[src/base64_decoder_assert.svh]
// Assertion macros for the base64 decoder RTL.
// Included by b64d_queue, which checks its own logic; no other dependencies.
`ifndef BASE64_DECODER_ASSERT_SVH
`define BASE64_DECODER_ASSERT_SVH

`ifndef SYNTHESIS
// Same-cycle implication, checked out of reset.
`define B64D_ASSERT_NOW(lbl, clk, rst_n, ante, cons, msg) \
	lbl: assert property (@(posedge clk) disable iff (!(rst_n)) (ante) |-> (cons)) \
		else $error(msg);
// Next-cycle implication, checked out of reset.
`define B64D_ASSERT_NEXT(lbl, clk, rst_n, ante, cons, msg) \
	lbl: assert property (@(posedge clk) disable iff (!(rst_n)) (ante) |=> (cons)) \
		else $error(msg);
`else
`define B64D_ASSERT_NOW(lbl, clk, rst_n, ante, cons, msg)
`define B64D_ASSERT_NEXT(lbl, clk, rst_n, ante, cons, msg)
`endif

`endif

[src/b64d_pkg.sv]
// Shared types, constants and the character decode function of the base64 decoder.
// No dependencies.
package b64d_pkg;

	localparam int B64D_QUEUE_DEPTH = 2;
	localparam int GROUP_W = 24;
	localparam int SEXTET_W = 6;

	typedef struct packed {
		logic [7:0] in_char;
		logic       end_of_string;
	} in_item_t;

	typedef struct packed {
		logic [7:0] out_byte;
		logic       group_last;
	} out_item_t;

	// One decoded group moving between the front, the queue and the back
	typedef struct packed {
		logic               valid;
		logic [GROUP_W-1:0] group;
	} grp_beat_t;

	typedef struct packed {
		logic                valid;
		logic [SEXTET_W-1:0] value;
	} sextet_t;

	localparam logic [SEXTET_W-1:0] SX_DIGIT_BASE = 6'd52;
	localparam logic [SEXTET_W-1:0] SX_LOWER_BASE = 6'd26;
	localparam logic [SEXTET_W-1:0] SX_PLUS       = 6'd62;
	localparam logic [SEXTET_W-1:0] SX_SLASH      = 6'd63;
	localparam logic [SEXTET_W-1:0] SX_PAD        = 6'd0;

	function automatic sextet_t sextet_of(input logic [7:0] c);
		sextet_t    s;
		logic [7:0] d;
		s.valid = 1'b1;
		s.value = SX_PAD;
		if (c >= 8'h30 && c <= 8'h39) begin
			d = c - 8'h30;
			s.value = d[SEXTET_W-1:0] + SX_DIGIT_BASE;
		end else if (c >= 8'h41 && c <= 8'h5a) begin
			d = c - 8'h41;
			s.value = d[SEXTET_W-1:0];
		end else if (c >= 8'h61 && c <= 8'h7a) begin
			d = c - 8'h61;
			s.value = d[SEXTET_W-1:0] + SX_LOWER_BASE;
		end else if (c == 8'h2b) begin
			s.value = SX_PLUS;
		end else if (c == 8'h2f) begin
			s.value = SX_SLASH;
		end else if (c == 8'h3d) begin
			s.value = SX_PAD;
		end else begin
			s.valid = 1'b0;
		end
		return s;
	endfunction

endpackage

[src/b64d_queue.sv]
// Short queue of decoded groups between the decode front and the byte back end.
// Depends on b64d_pkg and base64_decoder_assert.svh.
`include "base64_decoder_assert.svh"

module b64d_queue import b64d_pkg::*; #(
	parameter int DEPTH = B64D_QUEUE_DEPTH
) (
	input  logic      clk,
	input  logic      arst_n,
	input  grp_beat_t wr,
	output logic      full,
	output grp_beat_t head,
	input  logic      rd
);

	localparam int PTR_W = (DEPTH > 1) ? $clog2(DEPTH) : 1;
	localparam int CNT_W = $clog2(DEPTH + 1);
	localparam logic [PTR_W-1:0] PTR_LAST = PTR_W'(DEPTH - 1);
	localparam logic [CNT_W-1:0] CNT_FULL = CNT_W'(DEPTH);

	logic [GROUP_W-1:0] slot_q [DEPTH];
	logic [PTR_W-1:0]   wr_ptr_q;
	logic [PTR_W-1:0]   rd_ptr_q;
	logic [CNT_W-1:0]   count_q;
	logic               do_wr;
	logic               do_rd;

	assign full       = (count_q == CNT_FULL);
	assign head.valid = (count_q != '0);
	assign head.group = slot_q[rd_ptr_q];
	assign do_wr      = wr.valid && !full;
	assign do_rd      = rd && head.valid;

	always_ff @(posedge clk) begin
		if (do_wr) begin
			slot_q[wr_ptr_q] <= wr.group;
		end
	end

	always_ff @(posedge clk or negedge arst_n) begin
		if (!arst_n) begin
			wr_ptr_q <= '0;
			rd_ptr_q <= '0;
			count_q  <= '0;
		end else begin
			if (do_wr) begin
				wr_ptr_q <= (wr_ptr_q == PTR_LAST) ? '0 : wr_ptr_q + 1'b1;
			end
			if (do_rd) begin
				rd_ptr_q <= (rd_ptr_q == PTR_LAST) ? '0 : rd_ptr_q + 1'b1;
			end
			if (do_wr && !do_rd) begin
				count_q <= count_q + 1'b1;
			end else if (do_rd && !do_wr) begin
				count_q <= count_q - 1'b1;
			end
		end
	end

	`B64D_ASSERT_NOW(a_no_wr_when_full, clk, arst_n, wr.valid, !full, "group beat dropped: queue full")
	`B64D_ASSERT_NOW(a_no_rd_when_empty, clk, arst_n, rd, head.valid, "group read from empty queue")
	`B64D_ASSERT_NOW(a_count_bound, clk, arst_n, 1'b1, count_q <= CNT_FULL, "queue count beyond depth")
	`B64D_ASSERT_NEXT(a_count_up, clk, arst_n, do_wr && !do_rd, count_q == $past(count_q) + 1'b1, "queue count did not advance on write")

endmodule

[src/b64d_front.sv]
// Decode front: accepts characters, maps them to sextets and packs groups of four.
// Depends on b64d_pkg.
module b64d_front import b64d_pkg::*; (
	input  logic      clk,
	input  logic      arst_n,
	input  logic      push,
	output logic      full,
	input  in_item_t  item,
	input  logic      q_full,
	output grp_beat_t grp
);

	logic [GROUP_W-1:0] acc_q;
	logic [1:0]         count_q;
	logic               take;
	sextet_t            sx;
	logic [GROUP_W-1:0] acc_shift;

	assign full      = q_full;
	assign take      = push && !full;
	assign sx        = sextet_of(item.in_char);
	assign acc_shift = {acc_q[GROUP_W-SEXTET_W-1:0], sx.value};

	// Hand a group to the queue on the fourth valid character
	assign grp.valid = take && sx.valid && (count_q == 2'd3);
	assign grp.group = acc_shift;

	always_ff @(posedge clk or negedge arst_n) begin
		if (!arst_n) begin
			acc_q   <= '0;
			count_q <= '0;
		end else if (take) begin
			if (item.end_of_string) begin
				acc_q   <= '0;
				count_q <= '0;
			end else if (sx.valid) begin
				acc_q   <= acc_shift;
				count_q <= count_q + 2'd1;
			end
		end
	end

endmodule

[src/b64d_back.sv]
// Byte back end: takes groups from the queue and presents their three bytes in turn.
// Depends on b64d_pkg.
module b64d_back import b64d_pkg::*; (
	input  logic      clk,
	input  logic      arst_n,
	input  grp_beat_t head,
	output logic      q_rd,
	output logic      empty,
	input  logic      pop,
	output out_item_t result
);

	localparam logic [1:0] BYTE_HI  = 2'd0;
	localparam logic [1:0] BYTE_MID = 2'd1;
	localparam logic [1:0] BYTE_LO  = 2'd2;

	logic [GROUP_W-1:0] grp_q;
	logic [1:0]         idx_q;
	logic               have_q;
	logic               done;

	assign empty = !have_q;
	assign done  = have_q && pop && (idx_q == BYTE_LO);
	assign q_rd  = head.valid && (!have_q || done);

	always_comb begin
		unique case (idx_q)
			BYTE_HI:  result.out_byte = grp_q[23:16];
			BYTE_MID: result.out_byte = grp_q[15:8];
			default:  result.out_byte = grp_q[7:0];
		endcase
		result.group_last = (idx_q == BYTE_LO);
	end

	always_ff @(posedge clk) begin
		if (q_rd) begin
			grp_q <= head.group;
		end
	end

	always_ff @(posedge clk or negedge arst_n) begin
		if (!arst_n) begin
			idx_q  <= BYTE_HI;
			have_q <= 1'b0;
		end else if (q_rd) begin
			// Load the next group right behind the last byte of this one
			idx_q  <= BYTE_HI;
			have_q <= 1'b1;
		end else if (done) begin
			have_q <= 1'b0;
		end else if (have_q && pop) begin
			idx_q <= idx_q + 2'd1;
		end
	end

endmodule

[src/base64_decoder.sv]
// Streaming base64 decoder: one char in per cycle unless full, three byte beats per group out.
// A finished group is queued, then registered in the back end, where its first byte is shown.
// Throughput: one character per cycle unless full; one byte per pop cycle, set by the back end.
// full rises only while the group queue holds QUEUE_DEPTH groups.
// Reset (arst_n low) clears the accumulator, group count, queue and output state.
module base64_decoder import b64d_pkg::*; #(
	parameter int QUEUE_DEPTH = B64D_QUEUE_DEPTH
) (
	input  logic      clk,
	input  logic      arst_n,
	input  logic      push,
	output logic      full,
	input  in_item_t  item,
	output logic      empty,
	input  logic      pop,
	output out_item_t result
);

	grp_beat_t wr_grp;
	grp_beat_t head_grp;
	logic      q_full;
	logic      q_rd;

	b64d_front u_front (
		.clk    (clk),
		.arst_n (arst_n),
		.push   (push),
		.full   (full),
		.item   (item),
		.q_full (q_full),
		.grp    (wr_grp)
	);

	b64d_queue #(
		.DEPTH (QUEUE_DEPTH)
	) u_queue (
		.clk    (clk),
		.arst_n (arst_n),
		.wr     (wr_grp),
		.full   (q_full),
		.head   (head_grp),
		.rd     (q_rd)
	);

	b64d_back u_back (
		.clk    (clk),
		.arst_n (arst_n),
		.head   (head_grp),
		.q_rd   (q_rd),
		.empty  (empty),
		.pop    (pop),
		.result (result)
	);

endmodule
[config.mk]
export PLATFORM = sky130hd
export DESIGN_NAME = base64_decoder
export DESIGN_NICKNAME = d
export VERILOG_FILES = /design/src/b64d_pkg.sv /design/src/b64d_queue.sv /design/src/b64d_front.sv /design/src/b64d_back.sv /design/src/base64_decoder.sv
export VERILOG_INCLUDE_DIRS = /design/src /design/src/src
export SDC_FILE = /design/constraint.sdc
export NUM_CORES = 1
export LEC_CHECK = 0
export CORE_MARGIN = 2
export CORE_UTILIZATION = 45
export CTS_CLUSTER_SIZE = 28
export DETAILED_ROUTE_END_ITERATION = 16
export DONT_BUFFER_PORTS = 1
export HOLD_SLACK_MARGIN = 0.03
export PLACE_DENSITY = 0.56
export SETUP_SLACK_MARGIN = 0.2
export SYNTH_ARGS = -nofsm -noshare
export SYNTH_HDL_FRONTEND = slang
export SYNTH_HIERARCHICAL = 1
export SYNTH_SLANG_ARGS = --single-unit
[constraint.sdc]
create_clock -name clk -period 6.6 [get_ports clk]
set_input_delay 1.98 -clock clk [delete_from_list [all_inputs] [get_ports clk]]
set_output_delay 1.98 -clock clk [all_outputs]
set_load 0.02 [all_outputs]
# ---- After elaboration in Yosys (flattened, before gate mapping)
# Memories as Yosys holds them, arrays and structs flattened. A register that Yosys moved wholly into a read port is not among the register bits.
# Cells that the tools add are included.
dict set report word_totals {
  ff_bits 27
  ram_bits 48
  in_bits 13
  n_memories 1
}
dict set report classes {
  n_addsub 11
  magnitude_cmp 6
  eq_ne 8
  muxes 27
  n_reduce_logical 26
}
# memory words width read_ports rd_ports_with_merged_regs write_ports line_no
set memory_table {}
lappend memory_table {u_queue.slot_q 2 24 1 1 1 b64d_queue.sv:21} ;# logic [GROUP_W-1:0] slot_q [DEPTH];
# op n
set ops {}
lappend ops {{$mux W18} 2}
lappend ops {{$mux W6} 5}
lappend ops {{$eq A8 B6 Y1 const B} 3}
lappend ops {{$ge A8 B7 Y1 const B} 2}
lappend ops {{$le A8 B7 Y1 const B} 2}
lappend ops {{$pmux W8 S2} 1}
lappend ops {{$mux W2} 7}
lappend ops {{$logic_and A1 B1 Y1} 13}
lappend ops {{$mux W1} 12}
lappend ops {{$sub A6 B6 Y6 const B} 2}
lappend ops {{$reduce_bool A2 Y1} 5}
lappend ops {{$ge A8 B6 Y1 const B} 1}
lappend ops {{$le A8 B6 Y1 const B} 1}
lappend ops {{$add A2 B1 Y2 const B} 3}
lappend ops {{$add A6 B5 Y6 const B} 1}
lappend ops {{$add A6 B6 Y6 const B} 1}
lappend ops {{$eq A2 B2 Y1 const B} 3}
lappend ops {{$sub A6 B1 Y6 const B} 1}
lappend ops {{$logic_not A1 Y1} 4}
lappend ops {{$reduce_and A2 Y1} 2}
lappend ops {{$add A1 B1 Y1 const B} 2}
lappend ops {{$eq A2 B1 Y1 const B} 1}
lappend ops {{$logic_not A2 Y1} 1}
lappend ops {{$ne A2 B2 Y1 const B} 1}
lappend ops {{2 further kinds} 2}

# ---- Logic depth before layout (Yosys ltp)
# Gate-level depths: netlist of the first run.
dict set report depth {
  ltp_word 14
  depth_mapped 14
  ltp_nobuf 12
}

# ---- Hierarchy
# The synthesis of the first run kept the hierarchy.
# module n_inst cells_each area_each_um2
set modules_own_cells {}
lappend modules_own_cells {b64d_queue 1 94 2034.5}
lappend modules_own_cells {b64d_front 1 128 1356.3}
lappend modules_own_cells {b64d_back 1 71 1068.5}

# ---- Worst setup path before layout of the first run
# Ideal clock, no wire load.
dict set report synth_timing {
  path_kind {input to register}
  start {input item[3] (netlist name)}
  end {memory u_queue.slot_q[0][0], enable pin}
  setup_time_ns 0.405
  arrival_ns 4.396
  required_time_ns 6.195
  path_slack_ns 1.799
  stages 9
  path_cell_list {buf_2 -> inv_1 -> ha_1 -> nor2b_2 -> nor2_1 -> o311ai_4 -> a211oi_1 -> nand2_1 -> nor2_1}
}
# item line_no
set synth_lines {}
lappend synth_lines {{start, declared} base64_decoder.sv:13} ;# input in_item_t item,
lappend synth_lines {{end, declared} b64d_queue.sv:21}

==> results of run 1 <==
[cell type report]
type | instances | area [µm²] | area share
sequential | 99 | 2840 | 0.600
tap | 133 | 166 | 0.0352
clock inverter | 7 | 72.6 | 0.0154
clock buffer | 9 | 124 | 0.0262
multi-input combinational | 164 | 1430 | 0.303
timing repair buffer | 4 | 30.0 | 0.00635
inverter | 17 | 63.8 | 0.0135
[cells by family after synthesis]
family | Yosys count | synth area share
simple gates | 57 | 0.0716
fa+ha+maj | 14 | 0.0393
buf+inv | 30 | 0.0435
mux | 26 | 0.0811
compound gates | 56 | 0.107
flops | 99 | 0.636
xor+xnor | 11 | 0.0216
[power groups by stage]
stage	Combinational, mW	Clock, mW	Sequential [mW]
CTS	0.390	0.380	0.759
global placement	0.385	0	0.773
floorplan	0.347	0	0.768
global route	0.423	0.404	0.766
detailed placement	0.389	0	0.773
finish	0.382	0.367	0.759
[cells in the mapped netlist (2+ instances only)]
cell / number / area share
o32ai_1: 3 / 0.0059
a22oi_1: 8 / 0.013
edfxtp_1: 72 / 0.48
buf_6: 5 / 0.013
nand4_1: 5 / 0.0070
nand3_1: 2 / 0.0022
o21ai_1: 2 / 0.0022
or2_1: 2 / 0.0028
nand2b_1: 4 / 0.0056
xor2_1: 4 / 0.0079
mux2_2: 5 / 0.013
a22o_1: 17 / 0.033
and3_1: 3 / 0.0042
a211o_1: 2 / 0.0039
buf_4: 2 / 0.0034
nor2b_1: 3 / 0.0042
inv_1: 16 / 0.013
mux2_4: 19 / 0.064
a21oi_1: 6 / 0.0067
nor2_1: 7 / 0.0059
o221ai_1: 2 / 0.0039
and2_1: 2 / 0.0028
buf_12: 2 / 0.0090
dfrtp_1: 27 / 0.15
ha_1: 14 / 0.039
nand2_1: 20 / 0.017
xnor2_1: 7 / 0.014
buf_2: 3 / 0.0034
mux2i_1: 2 / 0.0045
[worst max-delay path: stages]
cell	delay, ns
inv_1	0.08
ha_1	0.28
a21oi_1	0.16
a311o_2	0.15
nand3_2	0.21
a211oi_1	0.34
and3_1	0.83
buf_4	0.29
[per-layer routing]
layer,vias up,routed length [µm],GRT usage
li1,1100,-,-
met1,1101,3290,0.188
met2,49,3510,0.233
met3,14,285,0.0352
met4,0,127,0.0492
met5,-,0,0
[stage by stage]
stage / cells / power, mW / instance area (µm²) / hold WS [ns]
finish: 433 / 1.51 / 4730 / 0.489
global route: 433 / 1.59 / 4730 / 0.506
CTS: 433 / 1.53 / 4730 / 0.486
detailed placement: 417 / 1.16 / 4530 / 0.461
global placement: 417 / 1.16 / 4530 / 0.462
floorplan: 293 / 1.12 / 4460 / 0.442
[final timing paths]
path | depth (start not counted) | to | slack [ns] | startpoint
setup / recovery | 8 | u_queue/slot_q[1][15]$_DFFE_PP_ | 2.35 | item[3]
max in group asynchronous | 0 | u_front/acc_q[5]$_DFFE_PN0P_ | 5.21 | arst_n
hold reg to reg | 0 | u_queue/slot_q[0][18]$_DFFE_PP_ | 0.49 | u_front/acc_q[12]$_DFFE_PN0P_
setup reg to reg | 6 | u_queue/slot_q[1][15]$_DFFE_PP_ | 3.86 | u_queue/count_q[0]$_DFFE_PN0P_
hold / removal | 0 | u_queue/slot_q[0][18]$_DFFE_PP_ | 0.49 | u_front/acc_q[12]$_DFFE_PN0P_
min in group asynchronous | 0 | u_back/idx_q[1]$_DFFE_PN0P_ | 1.30 | arst_n
[sequential cells by signal, summed over array words and instances, names as in the netlist]
signal,flops
u_queue/slot_q,48
u_back/grp_q,24
u_front/acc_q,18
u_back/idx_q,2
u_front/count_q,2
u_queue/count_q,2
u_back/have_q,1
u_queue/rd_ptr_q,1
u_queue/wr_ptr_q,1
==> impl_metrics.yaml, run 1 <==
floorplan:
  io_pins: 24
  row_count: 36
  die_area_um2: 10700
  coreArea_um2: 9680
  die_y_um: 104
  die_w_um: 104
  start_util: 0.460
drt:
  ant_nets: 0
  drt_iter0_drc: 68
  dr.pass1.iters: 4
  avgRoutedWirePerCell_um: 16.7
  post_drt_via_cell_ratio: 5.23
  drc_errors: 0
  num_vias: 2264
  routed_wl_um: 7220
worst_setup_path:
  required_ns: 6.68
  cp-end-kind: "flip-flop"
  path_max_fanout: 19
  cp-start-kind: "input pin"
  worstPathArrival_ns: 4.32
  path_class: "in -> reg"
placement:
  place_ws_ns: 1.94
  dpl.hpwl_um: 4970
  place_congestion: 0.877
  port_buffers: 0
cells_and_area:
  nets: 322
  syn2layout_area_growth_pct: 6.00
  fillers: 853
  fin_util: 0.488
  drive_gt1_frac: 0.193
  antenna_cells: 0
  final_common_cell: "edfxtp_1"
  mostFrequentLayoutCells: "72 x edfxtp_1, 27 x dfrtp_1, 20 x nand2_1"
synthesis:
  syn-cell-area_um2: 4460
  synth_nets: 320
  ys_types: 56
  yosysSeqAreaShare: 0.636
  async_flop_share: 0.273
  yosysWarningCount: 6
  ys_ff_latch: 99
  synth.avg_cell_area_um2: 15.2
  synthFlopType: "edfxtp_1"
  synth_edf_count: 72
  netlist_instances: 293
timing:
  final_max_slew_viol_count: 0
  rsz0062_at_grt: "no"
  tightestPinTransition_ns: 0.937
  clock_skew_ns: 0.0104
  period_needed_ns: 4.25
  setup_violations: 0
  final.setup.tns_ns: 0
  slew_headroom: 0.375
  fin_ws_ns: 2.35
  min_period_over_period: 0.644
  fmax_mhz: 235
  hold_viol_final: 0
power_and_ir_drop:
  powerDensity_nw_per_um2: 319
  leakage_nw: 1.80
  p_sw_mw: 0.491
  p_comb_frac: 0.253
  p_sw_frac: 0.326
  clockPowerShare: 0.244
  seqPwrFrac: 0.503
  p_int_mw: 1.02
  peakVddDrop_v: 0.000143
clock_network:
  clkTransAtPathRegs_ns: 0.10
  cts_resized: 0
  post-cts-setup-buffers: 0
  cts_root_buf: "clkbuf_8"
  clockBufferDepth: 2
  clock_latency_ns: 0.36
  cts_buffers: 9
  cts_hold_buffers: 0
  cts.sinks: 99
  cts_tree: "yes"
  htree_levels: 3
run_status:
  outcome: "completed"
hold_path:
  hold_class: "reg -> reg"
grt:
  grt_max_degree: 28
  grt_usage: 0.143
  antenna_found_initial: 0
  grt_pass1_vias: 2226
  grt_first_pass_wirelength_um: 11900
  overflow: 0
job:
  cap_violations: 0
No activity file was read; power rests on OpenSTA's default activity.
==> run 2, diff against run 1 <==
--- a/config.mk
+++ b/config.mk
@@ -12,7 +12,7 @@
 export DETAILED_ROUTE_END_ITERATION = 16
 export DONT_BUFFER_PORTS = 1
 export HOLD_SLACK_MARGIN = 0.03
-export PLACE_DENSITY = 0.56
+export PLACE_DENSITY = 0.58
 export SETUP_SLACK_MARGIN = 0.2
 export SYNTH_ARGS = -nofsm -noshare
 export SYNTH_HDL_FRONTEND = slang
==> constraint.sdc (replaced) <==
create_clock -name clk -period 3.61 [get_ports clk]
set_input_delay 1.083 -clock clk [delete_from_list [all_inputs] [get_ports clk]]
set_output_delay 1.083 -clock clk [all_outputs]
set_load 0.02 [all_outputs]
==> run 2 against run 1 <==
  * Combinational power is 85% higher
  * Via count is 0.35% higher
  * Clock-buffer cell count is 3 higher
  * Hold slack worse by 0.073 ns
  * Worst setup slack worse by 1.6 ns
  * Critical path type is now reg -> out
  * Largest cell class unchanged
  * Largest power group unchanged
  * Highest routed layer unchanged
==> impl_metrics.yaml, run 2 (synthesis gave the netlist of run 1 again) <==
run_status:
  outcome: "completed"
clock_network:
  clkTransAtPathRegs_ns: 0.09
  htree_levels: 3
  clock_latency_ns: 0.35
  cts_resized: 0
  post-cts-setup-buffers: 0
  cts_hold_buffers: 0
  cts_buffers: 9
  cts_tree: "yes"
  clockBufferDepth: 2
  cts_root_buf: "clkbuf_8"
  cts.sinks: 99
floorplan:
  die_w_um: 104
  die_y_um: 104
  start_util: 0.460
  coreArea_um2: 9680
  io_pins: 24
  die_area_um2: 10700
  row_count: 36
drt:
  drt_iter0_drc: 123
  dr.pass1.iters: 4
  ant_nets: 0
  drc_errors: 0
  routed_wl_um: 7330
  post_drt_via_cell_ratio: 5.21
  num_vias: 2272
  avgRoutedWirePerCell_um: 16.8
cells_and_area:
  regMostFlops: "u_queue/slot_q"
  final_common_cell: "edfxtp_1"
  finalInstanceArea_um2: 4790
  fillers: 840
  final_cell_count_no_fill: 436
  mostFrequentLayoutCells: "72 x edfxtp_1, 27 x dfrtp_1, 20 x nand2_1"
  drive_gt1_frac: 0.195
  largestRegisters: "u_queue/slot_q (48), u_back/grp_q (24), u_front/acc_q (18)"
  nets: 325
  syn2layout_area_growth_pct: 7.44
  antenna_cells: 0
  largest_register_ffs: 48
power_and_ir_drop:
  peakVddDrop_v: 0.000246
  powerDensity_nw_per_um2: 596
  leakage_nw: 1.83
timing:
  slew_headroom: 0.607
  final.setup.tns_ns: 0
  tightestPinTransition_ns: 0.590
  period_needed_ns: 2.90
  clock_skew_ns: 0.00629
  setup_violations: 0
  min_period_over_period: 0.803
  rsz0062_at_grt: "no"
  hold_viol_final: 0
  fmax_mhz: 345
  final_max_slew_viol_count: 0
  whs_ns: 0.416
  fin_ws_ns: 0.711
worst_setup_path:
  worstPathArrival_ns: 1.82
  required_ns: 2.53
  cp-start-kind: "flip-flop"
  cp-end-kind: "output pin"
  path_class: "reg -> out"
  path_max_fanout: 9
grt:
  grt_usage: 0.144
  grt_max_degree: 28
  overflow: 0
  grt_pass1_vias: 2332
  antenna_found_initial: 0
  grt_first_pass_wirelength_um: 11900
placement:
  postPlaceCellArea_um2: 4570
  place_congestion: 0.883
  placed_cells: 420
  dpl.hpwl_um: 4860
  place_ws_ns: 0.463
  port_buffers: 0
hold_path:
  hold_class: "in -> async"
job:
  cap_violations: 0
run 2: per-stage QoR:
step	total power [mW]	utilization
after floorplan	2.04	-
after global placement	2.12	0.472
after detailed placement	2.14	0.472
after CTS	2.89	0.495
after global routing	3.01	0.495
final	2.85	0.495
run 2: per-layer routing:
layer  global-route usage  vias up  wire [µm]
li1                     -     1103          -
met5                    0        -          0
met4               0.0656        0        108
met3               0.0315        9        265
met2                0.242       38       3600
met1                0.179     1122       3360
run 2: layout make-up:
class	instances	area [µm²]	area share
clock buffer	12	145	0.0303
clock inverter	4	75.1	0.0157
inverter	17	63.8	0.0133
multi-input combinational	164	1440	0.300
sequential	99	2840	0.592
tap	133	166	0.0347
timing repair buffer	7	65.1	0.0136
run 2: where the power goes:
group / switching (mW) / internal [mW]
combinational: 0.456 / 0.250
sequential: 0.0495 / 1.34
clock: 0.346 / 0.410
total: 0.851 / 2.00
run 2: worst paths after layout:
| check | depth (start not counted) | slack (ns) | startpoint | endpoint |
|---|---|---|---|---|
| max | 4 | 0.71 | u_back/idx_q[0]$_DFFE_PN0P_ | result[8] |
| min | 0 | 0.42 | arst_n | u_front/acc_q[15]$_DFFE_PN0P_ |
| max reg2reg | 10 | 1.32 | u_back/idx_q[0]$_DFFE_PN0P_ | u_queue/count_q[1]$_DFFE_PN0P_ |
| min reg2reg | 0 | 0.48 | u_front/acc_q[12]$_DFFE_PN0P_ | u_queue/slot_q[1][18]$_DFFE_PP_ |
| max in group asynchronous | 0 | 3.11 | arst_n | u_front/acc_q[10]$_DFFE_PN0P_ |
| min in group clk | 0 | 0.48 | u_front/acc_q[12]$_DFFE_PN0P_ | u_queue/slot_q[1][18]$_DFFE_PP_ |
run 2: critical path, stage by stage, from the launching register on:
cell,delay (ns)
dfrtp_1,0.40
inv_1,0.13
ha_1,0.55
a22oi_1,0.16
nand2_1,0.22
==> run 3, diff against run 2 <==
--- a/config.mk
+++ b/config.mk
@@ -12,7 +12,7 @@
 export DETAILED_ROUTE_END_ITERATION = 16
 export DONT_BUFFER_PORTS = 1
 export HOLD_SLACK_MARGIN = 0.03
-export PLACE_DENSITY = 0.58
+export PLACE_DENSITY = 0.56
 export SETUP_SLACK_MARGIN = 0.2
 export SYNTH_ARGS = -nofsm -noshare
 export SYNTH_HDL_FRONTEND = slang
==> constraint.sdc (replaced) <==
create_clock -name clk -period 2.9 [get_ports clk]
set_input_delay 0.87 -clock clk [delete_from_list [all_inputs] [get_ports clk]]
set_output_delay 0.87 -clock clk [all_outputs]
set_load 0.02 [all_outputs]
==> run 3 against run 2 <==
  * Clock power is 42% higher
  * Power increased by 30%
  * Routed wire length is 4.1% higher
  * Clock skew is essentially flat
  * Cell area up 2.5%
  * Combinational power increased by 29%
  * Critical path depth rose by 2
  * Non-clock buffer count rose by 2
  * Cell count increased by 0.46%
  * Hold slack worse by 0.22 ns
  * Sequential cell count unchanged
  * Largest power group unchanged
==> impl_metrics.yaml, run 3 (synthesis gave the netlist of run 1 again) <==
cells_and_area:
  drive_gt1_frac: 0.236
  syn2layout_area_growth_pct: 10.1
  largest_register_ffs: 48
  final_common_cell: "edfxtp_1"
  nets: 327
  mostFrequentLayoutCells: "72 x edfxtp_1, 27 x dfrtp_1, 19 x nand2_1, 19 x mux2_4, 17 x a22o_1"
  largestRegisters: "u_queue/slot_q (48), u_back/grp_q (24), u_front/acc_q (18)"
  antenna_cells: 0
  regMostFlops: "u_queue/slot_q"
timing:
  final_max_slew_viol_count: 0
  rsz0062_at_grt: "no"
  setup_violations: 0
  hold_viol_final: 0
  final.setup.tns_ns: 0
  tightestPinTransition_ns: 0.761
  slew_headroom: 0.491
  fmax_mhz: 390
  clock_skew_ns: 0.00668
  min_period_over_period: 0.883
  period_needed_ns: 2.56
clock_network:
  clkTransAtPathRegs_ns: 0.09
  cts_root_buf: "clkbuf_8"
  cts_hold_buffers: 0
  cts_tree: "yes"
  cts_buffers: 9
  clockBufferDepth: 2
  clock_latency_ns: 0.36
  htree_levels: 3
  cts_resized: 0
  cts.sinks: 99
  post-cts-setup-buffers: 0
floorplan:
  io_pins: 24
  die_w_um: 104
  start_util: 0.460
  die_y_um: 104
  coreArea_um2: 9680
  die_area_um2: 10700
  row_count: 36
grt:
  grt_first_pass_wirelength_um: 12700
  grt_pass1_vias: 2374
  antenna_found_initial: 0
  overflow: 0
  grt_max_degree: 28
  grt_usage: 0.154
power_and_ir_drop:
  peakVddDrop_v: 0.000335
  p_comb_frac: 0.245
  power_mw: 3.70
  p_int_mw: 2.60
  p_sw_frac: 0.298
  p_sw_mw: 1.10
  clockPowerShare: 0.288
  powerDensity_nw_per_um2: 755
  leakage_nw: 1.85
  seqPwrFrac: 0.467
worst_setup_path:
  path_max_fanout: 9
  cp-end-kind: "output pin"
  required_ns: 2.03
  cp-start-kind: "flip-flop"
  ff2ff_setup_slack_ns: 0.75
  worstPathArrival_ns: 1.69
  path_class: "reg -> out"
drt:
  num_vias: 2336
  dr.pass1.iters: 5
  ant_nets: 0
  drc_errors: 0
  avgRoutedWirePerCell_um: 17.4
  drt_iter0_drc: 147
  routed_wl_um: 7620
  post_drt_via_cell_ratio: 5.33
run_status:
  outcome: "completed"
job:
  cap_violations: 0
hold_path:
  hold_class: "in -> async"
placement:
  place_congestion: 0.929
  port_buffers: 0
  dpl.hpwl_um: 5020
## run 3: worst max-delay path, stage by stage (launching register included)
cell	delay, ns
dfrtp_1	0.39
inv_1	0.10
ha_1	0.20
buf_4	0.19
nor2_8	0.17
nand2_1	0.10
nand2_1	0.19
## run 3: per-layer routing
metal	part of all wire	vias to the layer above	GRT usage
li1	-	1114	-
met1	0.46	1177	0.207
met2	0.49	37	0.242
met3	0.031	8	0.0378
met4	0.013	0	0.0608
met5	0	-	0
## run 3: stage by stage
stage	setup slack, ns	area [µm²]	utilization	std cells	hold WS [ns]
6_report	0.338	4910	0.507	438	0.198
5_1_grt	0.208	4910	0.507	438	0.164
4_1_cts	0.279	4910	0.507	438	0.173
3_5_place_dp	0.133	4660	0.481	422	0.475
3_3_place_gp	0.173	4660	0.481	422	0.465
2_1_floorplan	0.124	4550	-	293	0.442
## run 3: worst paths after layout
path	from	to	cells past startpoint
setup / recovery	u_back/idx_q[0]$_DFFE_PN0P_	result[2]	6
hold / removal	arst_n	u_front/acc_q[6]$_DFFE_PN0P_	0
setup reg to reg	u_queue/count_q[0]$_DFFE_PN0P_	u_queue/count_q[1]$_DFFE_PN0P_	10
hold reg to reg	u_front/acc_q[12]$_DFFE_PN0P_	u_queue/slot_q[0][18]$_DFFE_PP_	0
max in group asynchronous	arst_n	u_front/acc_q[13]$_DFFE_PN0P_	0
min in group clk	u_front/acc_q[12]$_DFFE_PN0P_	u_queue/slot_q[0][18]$_DFFE_PP_	0
## run 3: power by group through the flow
stage / Sequential, mW / Combinational, mW / Clock (mW)
after global placement: 1.76 / 0.922 / 0
final: 1.73 / 0.907 / 1.07
after floorplan: 1.75 / 0.801 / 0
after detailed placement: 1.76 / 0.927 / 0
after global routing: 1.75 / 0.998 / 1.16
after CTS: 1.73 / 0.931 / 1.09
## run 3: final cells by class
cell class,count,area [µm²]
fill,821,4780
inverter,17,72.6
clock buffer,11,141
tap,133,166
timing repair buffer,9,92.6
clock inverter,5,108
sequential,99,2840
multi-input combinational,164,1490
